### src/imapstd_pkg.sv
// Shared types and constants of the IMAP string token decoder.
// Holds the result beat layout, the result queue sizing and byte codes.
// No dependencies.
`default_nettype none

package imapstd_pkg;

    // One result beat as it leaves the block
    typedef struct packed {
        logic       byte_valid;
        logic [7:0] out_byte;
        logic       token_end;
        logic [1:0] token_kind;
        logic       bad_escape;
        logic [7:0] stop_byte;
    } result_t;

    // Results one input byte can cause, and result queue sizing
    localparam int MAX_RESULTS = 4;
    localparam int RES_CNT_W   = 3;
    localparam int QDEPTH      = 8;
    localparam int QPTR_W      = 3;
    localparam int QCNT_W      = 4;

    // Token kinds
    localparam logic [1:0] KIND_QUOTED  = 2'd0;
    localparam logic [1:0] KIND_ATOM    = 2'd1;
    localparam logic [1:0] KIND_LITERAL = 2'd2;
    localparam logic [1:0] KIND_NIL     = 2'd3;

    // Byte codes
    localparam logic [7:0] CH_SPACE  = 8'h20;
    localparam logic [7:0] CH_QUOTE  = 8'h22;
    localparam logic [7:0] CH_LPAREN = 8'h28;
    localparam logic [7:0] CH_RPAREN = 8'h29;
    localparam logic [7:0] CH_BSLASH = 8'h5C;
    localparam logic [7:0] CH_LBRACE = 8'h7B;
    localparam logic [7:0] CH_RBRACE = 8'h7D;
    localparam logic [7:0] CH_CR     = 8'h0D;
    localparam logic [7:0] CH_LF     = 8'h0A;
    localparam logic [7:0] CH_ZERO   = 8'h30;
    localparam logic [7:0] CH_NINE   = 8'h39;
    localparam logic [7:0] CH_LOW_R  = 8'h72;
    localparam logic [7:0] CH_LOW_N  = 8'h6E;

    // Letters of the word NIL by position
    function automatic logic [7:0] nil_char(input logic [1:0] idx);
        logic [7:0] c;
        case (idx)
            2'd0:    c = 8'h4E;
            2'd1:    c = 8'h49;
            2'd2:    c = 8'h4C;
            default: c = 8'h00;
        endcase
        return c;
    endfunction

endpackage

`default_nettype wire

### src/imapstd_fifo.sv
// Result queue of the IMAP string token decoder: takes up to four beats
// per cycle and releases one per cycle while pop is high.
// Depends on imapstd_pkg.
`default_nettype none

module imapstd_fifo (
    input  wire logic                                   clk,
    input  wire logic                                   rst_n,
    input  wire logic [imapstd_pkg::RES_CNT_W-1:0]      push_cnt,
    input  wire imapstd_pkg::result_t [imapstd_pkg::MAX_RESULTS-1:0] push_data,
    output logic                                        room,
    input  wire logic                                   pop,
    output logic                                        valid,
    output imapstd_pkg::result_t                        head
);

    localparam int QD = imapstd_pkg::QDEPTH;
    localparam int PW = imapstd_pkg::QPTR_W;
    localparam int CW = imapstd_pkg::QCNT_W;
    localparam int MR = imapstd_pkg::MAX_RESULTS;
    localparam int RW = imapstd_pkg::RES_CNT_W;

    imapstd_pkg::result_t q_mem [QD];

    logic [PW-1:0] wr_ptr_reg, wr_ptr_next;
    logic [PW-1:0] rd_ptr_reg, rd_ptr_next;
    logic [CW-1:0] count_reg, count_next;

    // Occupancy and pointers
    always_comb
    begin
        wr_ptr_next = wr_ptr_reg + PW'(push_cnt);
        rd_ptr_next = rd_ptr_reg + PW'(pop);
        count_next  = count_reg + CW'(push_cnt) - CW'(pop);
    end

    always_ff @(posedge clk or negedge rst_n)
    begin
        if (!rst_n)
        begin
            wr_ptr_reg <= '0;
            rd_ptr_reg <= '0;
            count_reg  <= '0;
        end
        else
        begin
            wr_ptr_reg <= wr_ptr_next;
            rd_ptr_reg <= rd_ptr_next;
            count_reg  <= count_next;
        end
    end

    // Storage: beat i of this cycle lands at tail + i
    always_ff @(posedge clk)
    begin
        for (int i = 0; i < MR; i++)
        begin
            if (RW'(i) < push_cnt)
            begin
                q_mem[wr_ptr_reg + PW'(i)] <= push_data[i];
            end
        end
    end

    // Head beat and room for a worst case input byte
    assign valid = (count_reg != '0);
    assign head  = q_mem[rd_ptr_reg];
    assign room  = (count_reg <= CW'(QD - MR));

    // Occupancy never exceeds the queue
    assert property (@(posedge clk) disable iff (!rst_n)
        count_reg <= CW'(QD))
        else $error("result queue occupancy beyond depth");

    // A push always fits in the free slots
    assert property (@(posedge clk) disable iff (!rst_n)
        push_cnt != '0 |-> ({1'b0, count_reg} + (CW + 1)'(push_cnt) <= (CW + 1)'(QD)))
        else $error("result queue overrun");

    // Nothing is popped from an empty queue
    assert property (@(posedge clk) disable iff (!rst_n)
        pop |-> count_reg != '0)
        else $error("result queue underrun");

endmodule

`default_nettype wire

### src/imap_string_token_decoder.sv
// IMAP string token decoder top level: byte parser and result queue.
// Depends on imapstd_pkg and imapstd_fifo.
//
//   Channel  Handshake                 Beat
//   in       in_valid / in_stall       in_byte: one raw command byte
//   out      out_valid / out_stall     byte_valid, out_byte, token_end,
//                                      token_kind, bad_escape, stop_byte
//
// One input byte is taken per cycle while in_stall is low and parsed in the
// same cycle into up to four result beats, written to an 8-entry result queue.
// Results leave the queue one per cycle while out_stall is low.
// in_stall rises while fewer than four queue slots are free, so a NIL
// prefix flush of four beats drains before more bytes enter.
// Reset (rst_n low, asynchronous) returns to the between-tokens state with
// an empty queue.
`default_nettype none

module imap_string_token_decoder #(
    parameter int LITERAL_COUNT_BITS = 31
) (
    input  wire logic       clk,
    input  wire logic       rst_n,
    input  wire logic       in_valid,
    output logic            in_stall,
    input  wire logic [7:0] in_byte,
    output logic            out_valid,
    input  wire logic       out_stall,
    output logic            byte_valid,
    output logic [7:0]      out_byte,
    output logic            token_end,
    output logic [1:0]      token_kind,
    output logic            bad_escape,
    output logic [7:0]      stop_byte
);

    localparam int LW = LITERAL_COUNT_BITS;
    localparam int NR = imapstd_pkg::MAX_RESULTS;
    localparam int RW = imapstd_pkg::RES_CNT_W;

    typedef enum logic [2:0] {
        M_IDLE,
        M_QUOTED,
        M_QESC,
        M_COUNT,
        M_LIT_LF,
        M_LIT_DATA,
        M_ATOM,
        M_SKIP_LF
    } mode_t;

    mode_t         mode_reg, mode_next;
    logic [LW-1:0] lit_rem_reg, lit_rem_next;
    logic          lit_big_reg, lit_big_next;
    logic [1:0]    nil_held_reg, nil_held_next;
    logic [1:0]    atom_cnt_reg, atom_cnt_next;
    logic          last_bs_reg, last_bs_next;

    logic          take;
    logic          room;
    logic          pop;
    logic [RW-1:0] res_n;
    logic [RW-1:0] push_cnt;
    imapstd_pkg::result_t [NR-1:0] res;
    imapstd_pkg::result_t          head;

    logic          do_idle, do_atom, do_lit;
    logic [1:0]    a_held, a_cnt;
    logic          a_lbs, a_match;
    logic [LW+3:0] count_acc;
    logic [LW-1:0] lit_dec;
    logic [7:0]    b;

    function automatic imapstd_pkg::result_t mk_res(
        input logic       v,
        input logic [7:0] d,
        input logic       e,
        input logic [1:0] k,
        input logic       bad,
        input logic [7:0] s
    );
        imapstd_pkg::result_t r;
        r.byte_valid = v;
        r.out_byte   = d;
        r.token_end  = e;
        r.token_kind = k;
        r.bad_escape = bad;
        r.stop_byte  = s;
        return r;
    endfunction

    function automatic logic is_atom_stop(input logic [7:0] c);
        return (c == imapstd_pkg::CH_SPACE) || (c == imapstd_pkg::CH_LPAREN) ||
               (c == imapstd_pkg::CH_RPAREN) || (c == imapstd_pkg::CH_CR) ||
               (c == imapstd_pkg::CH_LF) || (c == imapstd_pkg::CH_QUOTE);
    endfunction

    assign b    = in_byte;
    assign take = in_valid && !in_stall;

    // Count digit accumulate: x*10 + d, overflow when the top bits are set
    assign count_acc = {1'b0, lit_rem_reg, 3'b000} + {3'b000, lit_rem_reg, 1'b0}
                     + {{LW{1'b0}}, b[3:0]};
    assign lit_dec   = lit_rem_reg - LW'(lit_rem_reg != '0);

    // Parse one byte into next state and result beats
    always_comb
    begin
        mode_next     = mode_reg;
        lit_rem_next  = lit_rem_reg;
        lit_big_next  = lit_big_reg;
        nil_held_next = nil_held_reg;
        atom_cnt_next = atom_cnt_reg;
        last_bs_next  = last_bs_reg;
        res           = '0;
        res_n         = '0;
        do_idle       = 1'b0;
        do_atom       = 1'b0;
        do_lit        = 1'b0;
        a_held        = nil_held_reg;
        a_cnt         = atom_cnt_reg;
        a_lbs         = last_bs_reg;
        a_match       = 1'b0;

        unique case (mode_reg)
            M_QUOTED:
            begin
                if (b == imapstd_pkg::CH_BSLASH)
                begin
                    mode_next = M_QESC;
                end
                else if (b == imapstd_pkg::CH_QUOTE)
                begin
                    res[0]    = mk_res(1'b0, 8'h00, 1'b1, imapstd_pkg::KIND_QUOTED,
                                       1'b0, 8'h00);
                    res_n     = RW'(1);
                    mode_next = M_IDLE;
                end
                else
                begin
                    res[0] = mk_res(1'b1, b, 1'b0, imapstd_pkg::KIND_QUOTED, 1'b0, 8'h00);
                    res_n  = RW'(1);
                end
            end
            M_QESC:
            begin
                mode_next = M_QUOTED;
                res_n     = RW'(1);
                if (b == imapstd_pkg::CH_LOW_R)
                begin
                    res[0] = mk_res(1'b1, imapstd_pkg::CH_CR, 1'b0,
                                    imapstd_pkg::KIND_QUOTED, 1'b0, 8'h00);
                end
                else if (b == imapstd_pkg::CH_LOW_N)
                begin
                    res[0] = mk_res(1'b1, imapstd_pkg::CH_LF, 1'b0,
                                    imapstd_pkg::KIND_QUOTED, 1'b0, 8'h00);
                end
                else if (b == imapstd_pkg::CH_BSLASH || b == imapstd_pkg::CH_QUOTE)
                begin
                    res[0] = mk_res(1'b1, b, 1'b0, imapstd_pkg::KIND_QUOTED, 1'b0, 8'h00);
                end
                else
                begin
                    res[0]    = mk_res(1'b0, 8'h00, 1'b1, imapstd_pkg::KIND_QUOTED,
                                       1'b1, 8'h00);
                    mode_next = M_IDLE;
                end
            end
            M_COUNT:
            begin
                if (b == imapstd_pkg::CH_RBRACE)
                begin
                    lit_big_next = 1'b0;
                    if (lit_big_reg || lit_rem_reg == '0)
                    begin
                        lit_rem_next = '0;
                        res[0]       = mk_res(1'b0, 8'h00, 1'b1, imapstd_pkg::KIND_LITERAL,
                                              1'b0, 8'h00);
                        res_n        = RW'(1);
                        mode_next    = M_SKIP_LF;
                    end
                    else
                    begin
                        mode_next = M_LIT_LF;
                    end
                end
                else if (b >= imapstd_pkg::CH_ZERO && b <= imapstd_pkg::CH_NINE)
                begin
                    if (!lit_big_reg)
                    begin
                        if (count_acc[LW+3:LW] != 4'b0000)
                        begin
                            lit_big_next = 1'b1;
                        end
                        else
                        begin
                            lit_rem_next = count_acc[LW-1:0];
                        end
                    end
                end
                else
                begin
                    lit_big_next = 1'b1;
                end
            end
            M_LIT_LF:
            begin
                if (b == imapstd_pkg::CH_LF)
                begin
                    mode_next = M_LIT_DATA;
                end
                else
                begin
                    do_lit = 1'b1;
                end
            end
            M_LIT_DATA:
            begin
                do_lit = 1'b1;
            end
            M_ATOM:
            begin
                do_atom = 1'b1;
            end
            M_SKIP_LF:
            begin
                if (b == imapstd_pkg::CH_LF)
                begin
                    mode_next = M_IDLE;
                end
                else
                begin
                    do_idle = 1'b1;
                end
            end
            M_IDLE:
            begin
                do_idle = 1'b1;
            end
        endcase

        // Between tokens: pick the token type from its first byte
        if (do_idle)
        begin
            mode_next = M_IDLE;
            if (b == imapstd_pkg::CH_SPACE)
            begin
                mode_next = M_IDLE;
            end
            else if (b == imapstd_pkg::CH_QUOTE)
            begin
                mode_next = M_QUOTED;
            end
            else if (b == imapstd_pkg::CH_LBRACE)
            begin
                mode_next    = M_COUNT;
                lit_rem_next = '0;
                lit_big_next = 1'b0;
            end
            else
            begin
                mode_next = M_ATOM;
                a_held    = 2'd0;
                a_cnt     = 2'd0;
                a_lbs     = 1'b0;
                do_atom   = 1'b1;
            end
        end

        // Literal data byte
        if (do_lit)
        begin
            res[0] = mk_res(1'b1, b, 1'b0, imapstd_pkg::KIND_LITERAL, 1'b0, 8'h00);
            lit_rem_next = lit_dec;
            if (lit_dec == '0)
            begin
                res[1]    = mk_res(1'b0, 8'h00, 1'b1, imapstd_pkg::KIND_LITERAL,
                                   1'b0, 8'h00);
                res_n     = RW'(2);
                mode_next = M_IDLE;
            end
            else
            begin
                res_n     = RW'(1);
                mode_next = M_LIT_DATA;
            end
        end

        // Atom byte: NIL prefix tracking, backslash collapse, terminator
        if (do_atom)
        begin
            a_match = (a_held == a_cnt);
            if (is_atom_stop(b))
            begin
                if (a_match && a_held == 2'd3)
                begin
                    res[0] = mk_res(1'b0, 8'h00, 1'b1, imapstd_pkg::KIND_NIL, 1'b0, b);
                    res_n  = RW'(1);
                end
                else
                begin
                    for (int i = 0; i < 3; i++)
                    begin
                        if (2'(i) < a_held)
                        begin
                            res[res_n[1:0]] = mk_res(1'b1, imapstd_pkg::nil_char(2'(i)), 1'b0,
                                                     imapstd_pkg::KIND_ATOM, 1'b0, 8'h00);
                            res_n = res_n + RW'(1);
                        end
                    end
                    res[res_n[1:0]] = mk_res(1'b0, 8'h00, 1'b1, imapstd_pkg::KIND_ATOM,
                                             1'b0, b);
                    res_n = res_n + RW'(1);
                end
                nil_held_next = 2'd0;
                atom_cnt_next = 2'd0;
                last_bs_next  = 1'b0;
                mode_next     = M_IDLE;
            end
            else if (a_match && a_held != 2'd3 && b == imapstd_pkg::nil_char(a_held))
            begin
                nil_held_next = a_held + 2'd1;
                atom_cnt_next = a_cnt + 2'd1;
                last_bs_next  = a_lbs;
            end
            else
            begin
                for (int i = 0; i < 3; i++)
                begin
                    if (2'(i) < a_held)
                    begin
                        res[res_n[1:0]] = mk_res(1'b1, imapstd_pkg::nil_char(2'(i)), 1'b0,
                                                 imapstd_pkg::KIND_ATOM, 1'b0, 8'h00);
                        res_n = res_n + RW'(1);
                    end
                end
                nil_held_next = 2'd0;
                atom_cnt_next = (a_cnt == 2'd3) ? a_cnt : a_cnt + 2'd1;
                if (!(b == imapstd_pkg::CH_BSLASH && a_lbs))
                begin
                    res[res_n[1:0]] = mk_res(1'b1, b, 1'b0, imapstd_pkg::KIND_ATOM,
                                             1'b0, 8'h00);
                    res_n = res_n + RW'(1);
                end
                last_bs_next = (b == imapstd_pkg::CH_BSLASH);
            end
        end
    end

    // Parser state, advanced only on an accepted beat
    always_ff @(posedge clk or negedge rst_n)
    begin
        if (!rst_n)
        begin
            mode_reg     <= M_IDLE;
            lit_rem_reg  <= '0;
            lit_big_reg  <= 1'b0;
            nil_held_reg <= 2'd0;
            atom_cnt_reg <= 2'd0;
            last_bs_reg  <= 1'b0;
        end
        else if (take)
        begin
            mode_reg     <= mode_next;
            lit_rem_reg  <= lit_rem_next;
            lit_big_reg  <= lit_big_next;
            nil_held_reg <= nil_held_next;
            atom_cnt_reg <= atom_cnt_next;
            last_bs_reg  <= last_bs_next;
        end
    end

    // Result queue
    assign push_cnt = take ? res_n : '0;
    assign pop      = out_valid && !out_stall;
    assign in_stall = !room;

    imapstd_fifo u_fifo (
        .clk       (clk),
        .rst_n     (rst_n),
        .push_cnt  (push_cnt),
        .push_data (res),
        .room      (room),
        .pop       (pop),
        .valid     (out_valid),
        .head      (head)
    );

    assign byte_valid = head.byte_valid;
    assign out_byte   = head.out_byte;
    assign token_end  = head.token_end;
    assign token_kind = head.token_kind;
    assign bad_escape = head.bad_escape;
    assign stop_byte  = head.stop_byte;

    // Literal data mode always has bytes left to pass
    assert property (@(posedge clk) disable iff (!rst_n)
        mode_reg == M_LIT_DATA |-> lit_rem_reg != '0)
        else $error("literal data mode with zero count");

    // NIL bytes are only held inside an atom, and only while all bytes matched
    assert property (@(posedge clk) disable iff (!rst_n)
        nil_held_reg != 2'd0 |-> (mode_reg == M_ATOM && nil_held_reg == atom_cnt_reg))
        else $error("NIL prefix held outside a matching atom");

    // Overflow flag only lives while a count is being read
    assert property (@(posedge clk) disable iff (!rst_n)
        lit_big_reg |-> mode_reg == M_COUNT)
        else $error("literal overflow flag outside count");

endmodule

`default_nettype wire

### config.mk
export PLATFORM = sky130hd
export DESIGN_NAME = imap_string_token_decoder
export DESIGN_NICKNAME = d
export VERILOG_FILES = /design/src/imapstd_pkg.sv /design/src/imapstd_fifo.sv /design/src/imap_string_token_decoder.sv
export SDC_FILE = /design/constraint.sdc
export NUM_CORES = 1
export LEC_CHECK = 0
export BUFFER_PORTS_ARGS = -buffer_cell sky130_fd_sc_hd__clkbuf_2
export CORE_MARGIN = 2
export CORE_UTILIZATION = 30
export CTS_BUF_LIST = sky130_fd_sc_hd__clkbuf_8
export DETAILED_ROUTE_END_ITERATION = 6
export PLACE_DENSITY = 0.42
export SLEW_MARGIN = 20
export SYNTH_ARGS = -nofsm -noshare
export SYNTH_HDL_FRONTEND = slang
export SYNTH_HIERARCHICAL = 1
export SYNTH_SLANG_ARGS = --single-unit
### constraint.sdc
create_clock -name clk -period 10.8 [get_ports clk]
set_clock_uncertainty 0.1 [all_clocks]
set_input_delay 3.24 -clock clk [delete_from_list [all_inputs] [get_ports clk]]
set_output_delay 3.24 -clock clk [all_outputs]
set_load 0.1 [all_outputs]
# After elaboration in Yosys (flattened, before gate mapping)
# Memories as Yosys holds them, arrays and structs flattened.
# Index checks and enable logic that the tools add are counted.
[op_classes]
n_addsub = 19
n_lt_le_gt_ge = 24
eq_ne = 25
mux = 194
reduce_logical = 31
[ops]
columns = ["operator", "count"]
rows = [
  ["two-way mux 84 bit", 28],
  ["bitwise mux 84 bit", 8],
  ["two-way mux 31 bit", 11],
  ["demux 21 bit (select 2 bit)", 7],
  ["two-way mux 21 bit", 13],
  ["two-way mux 8 bit", 23],
  ["two-way mux 3 bit", 43],
  ["two-way mux 63 bit", 1],
  ["one-hot mux 21 bit (3 select lines)", 1],
  ["logical NOT 31 bit", 2],
  ["== test 8 x 7 -> 1 bit, second input constant", 5],
  ["two-way mux 12 bit", 3],
  ["adder 34 x 32 -> 35 bit", 1],
  ["adder 35 x 4 -> 35 bit", 1],
  ["two-way mux 1 bit", 35],
  ["two-way mux 33 bit", 1],
  ["== test 8 x 6 -> 1 bit, second input constant", 4],
  ["nonzero test 31 bit", 1],
  ["subtractor 31 x 1 -> 31 bit", 1],
  ["two-way mux 2 bit", 15],
  ["adder 3 x 1 -> 3 bit, second input constant", 8],
  ["< comparator 2 x 3 -> 1 bit, second input constant", 7],
  ["one-hot mux 7 bit (3 select lines)", 1],
  ["== test 8 x 4 -> 1 bit, second input constant", 2],
  ["32 further kinds", 71],
]
[word_totals]
register_bits = 50
ram_bits = 168
input_bits = 12
elab_cells = 303
mem_count = 1
[mem_list]
columns = ["name", "depth", "word_bits", "read_ports", "rd_ports_with_merged_regs", "wr", "line", "text"]
rows = [
  ["u_fifo.q_mem", 8, 21, 1, 0, 4, "imapstd_fifo.sv:23", "imapstd_pkg::result_t q_mem [QD];"],
]

# Logic depth before layout (Yosys ltp)
[depth]
ltp_word = 34
ltp_mapped = 35
mapped_depth_nobuf = 30

# Cells and area by module
# Netlist, hierarchy kept.
[modules_own_cells]
columns = ["mod", "instances", "cells_each", "area_each_um2", "seq_area_each_um2"]
rows = [
  ["imapstd_fifo", 1, 1179, 11410.9, 5295.1],
  ["imap_string_token_decoder", 1, 1095, 7643.6, 1001.0],
]

# Worst setup path before layout
# Ideal clock, no wire load.
[synth_path]
kind = "input -> register"
startpoint = "input port in_byte[0]"
endpoint = "memory u_fifo/q_mem[0][0] in the netlist's numbering, enable pin"
setup_time_ns = 0.474
t_arrival_ns = 10.395
setup_slack_ns = -0.169
path_stages = 23
path_buffers = 3
path_cell_list = "clkbuf_1 > nor2b_1 > nand3_1 > o21bai_1 > or4_1 > nor4_1 > or4b_1 > buf_6 > nand2b_4 > xor2_1 > ha_1 > nand2_1 > o31ai_2 > ha_1 > mux2i_4 > ha_1 > nand2_1 > xor2_1 > xnor2_1 > nor3_1 > buf_4 > o31ai_1 > o311ai_0"
[synth_rtl]
columns = ["item", "line", "text"]
rows = [
  ["start: declaration", "imap_string_token_decoder.sv:25", "input wire logic [7:0] in_byte,"],
  ["end: declaration", "imapstd_fifo.sv:23", ""],
]

==> flow_metrics.tcl <==
set metrics [dict create \
    outcome "finished clean" \
    cts_buffers 45 \
    hold_path_class "reg -> reg" \
    grt_pass1_vias 18400 \
    path_buf_inv 3 \
    grt_max_degree 51 \
    io_pins 35 \
    crit_family "simple AND/OR/NAND/NOR gates" \
    r2r_setup_slack_ns 0.80 \
    clock_path_buffers 3 \
    cts_resized 0 \
    yosysUniqueCellTypes 96 \
    cts_setup_buffers 0 \
    dp_slack_ns 0.305 \
    postSynthCellCount 2274 \
    path_clk_slew_ns 0.06 \
    synth_edf_count 168 \
    start_kind "flop" \
    peakVddDrop_mv 0.140 \
    critPathSlowestCell "and2_1" \
    ys.flop_type "edfxtp_1" \
    arrival_ns 10.23 \
    hold_viol_final 0 \
    grt.overflow.total 0 \
    routed_wl_um 80000 \
    die_width_um 256 \
    place_congestion 0.895 \
    period_minus_slack_ns 10.00 \
    drcViolationCount 0 \
    reg2reg_from "lit_rem_reg[15]" \
    drt-initial-drc-count 1634 \
    die_h_um 256 \
    grt_antenna_before_repair 1 \
    ant_nets 0 \
    synth-seq-cells 218 \
    min_from "u_fifo/rd_ptr_reg[2]" \
    finish.utilization_pct 33.0 \
    drv_slew 0 \
    drive_gt1_share_pct 12.8 \
    max_stage_delay_ns 0.96 \
    rr_worst_depth 30 \
    worstReg2RegEnd "u_fifo/q_mem[4][17]" \
    fmax_ghz 0.100 \
    clkSinkCount 218 \
    vias_per_cell 5.99 \
    cts_tree "built" \
    die_area_um2 65500 \
    power.leakage_nw 7.68 \
    nets 2307 \
    hold_depth 1 \
    dp_cells 2994 \
    core_area_um2 63000 \
    initial_core_util_pct 30.3 \
    io_buffers 34 \
    wl_per_cell_um 26.0 \
    hold_end "u_fifo/rd_ptr_reg[2]" \
    worstPathRequired_ns 11.03 \
    crit_path_end_kind "flop" \
    dr.pass1.iters 5 \
    slew_headroom_pct 22.5 \
    grt_pass1_wl_um 120000 \
    yosysSeqAreaShare_pct 33.0 \
    stdcell_count 3076 \
    synth_area_um2 19100 \
    fin_crit_sh_pct 92.6 \
    async_flop_share_pct 22.9 \
    powerDensity_nw_per_um2 264 \
    crit_path_max_fanout 22 \
    largest_reg_flops 168 \
    tns_ns 0 \
    rows 92 \
    num_vias 18400 \
    final_cell_mix "nand2_1 (427), o22ai_1 (171), edfxtp_1 (168)" \
    setup_violations 0 \
    rsz0062_at_grt "false" \
    fillerInstances 6606 \
    grt_usage_pct 23.9 \
    htreeDepth 2 \
    hold_buffers 0 \
    worst_pin_slew_ns 1.16 \
    syn2layout_area_growth_pct 8.92 \
    postSynthAreaPerCell_um2 8.38 \
    whs_ns 0.368 \
    final_common_cell "nand2_1" \
    crit_type "reg -> reg" \
    clk_latency_ns 0.63 \
    root_buffer "clkbuf_8" \
    setup_ws_ns 0.797 \
    drv_cap 0 \
    dp_hpwl_um 56200 \
    synth-warning-count 6 \
]
-- power by group --
group | internal (mW) | leakage (nW) | switching [mW]
Combinational | 1.09 | 5.07 | 2.17
Sequential | 1.13 | 2.12 | 0.272
Clock | 0.404 | 0.484 | 0.411
-- worst max path at each step --
stage,start,to,slack (ns),cells after the start
after floorplan,in_byte[0],u_fifo/q_mem[0][0],0.72,23
after global placement,in_byte[2],u_fifo/q_mem[4][12],0.46,26
after detailed placement,in_byte[3],u_fifo/q_mem[4][6],0.31,26
after CTS,lit_rem_reg[15],u_fifo/q_mem[4][17],0.78,30
after global routing,lit_rem_reg[13],u_fifo/q_mem[4][19],0.19,30
final,lit_rem_reg[15],u_fifo/q_mem[4][17],0.80,30
-- layer usage --
layer | vias to the layer above | GRT usage, % | routed length (um)
li1 | 8316 | - | -
met1 | 9096 | 30.4 | 33800
met2 | 817 | 40.7 | 38300
met3 | 182 | 3.17 | 4780
met4 | 0 | 9.88 | 3130
met5 | - | 0 | 0
-- per-stage QoR --
| stage | cell area (um^2) | power [mW] |
|---|---|---|
| floorplan | 19100 | 3.79 |
| global placement | 19900 | 4.64 |
| detailed placement | 20000 | 4.66 |
| CTS | 20800 | 5.49 |
| global route | 20800 | 5.85 |
| finish | 20800 | 5.47 |
-- worst register-to-register path: cells and delay by family (launching register included) --
family | cells | cell delay [ns]
flops | 1 | 0.50
buf+inv | 3 | 0.82
compound gates | 3 | 0.56
simple gates | 16 | 5.68
mux | 1 | 0.19
xor+xnor | 3 | 0.69
fa+ha+maj | 4 | 1.15
-- layout make-up --
cell class	instances	area, um^2	share of cell area, %
Multi-Input combinational cell	1769	11700	56.2
Clock inverter	34	151	0.729
Sequential cell	218	6300	30.4
Inverter	52	195	0.940
Timing Repair Buffer	109	733	3.53
Tap cell	846	1060	5.10
Antenna cell	1	2.50	0.0121
Clock buffer	47	647	3.12
-- kinds of logic after synthesis --
family	count (synthesis)	synth area share, %
XOR/XNOR	56	2.69
buffers and inverters	304	6.66
multiplexers	103	8.43
AO/OA/AOI/OAI	689	22.8
AND/OR/NAND/NOR	801	19.6
other	2	0.0394
adder cells (fa/ha/maj)	101	6.78
flip-flops	218	33.0
-- Yosys cell counts (50+ instances only) --
cell type  count  area share (%)
edfxtp_1     168              26
ha_1          96             6.3
o22ai_1      171             5.6
dfrtp_1       50             6.6
a31oi_1      167             5.5
a21oi_1      121             3.2
clkbuf_1     124             2.4
o21ai_0       80             2.1
nor2_1        87             1.7
nand2_1      427             8.4
buf_1         59             1.2
inv_1         52             1.0
No activity file was read; power rests on OpenSTA's default activity.
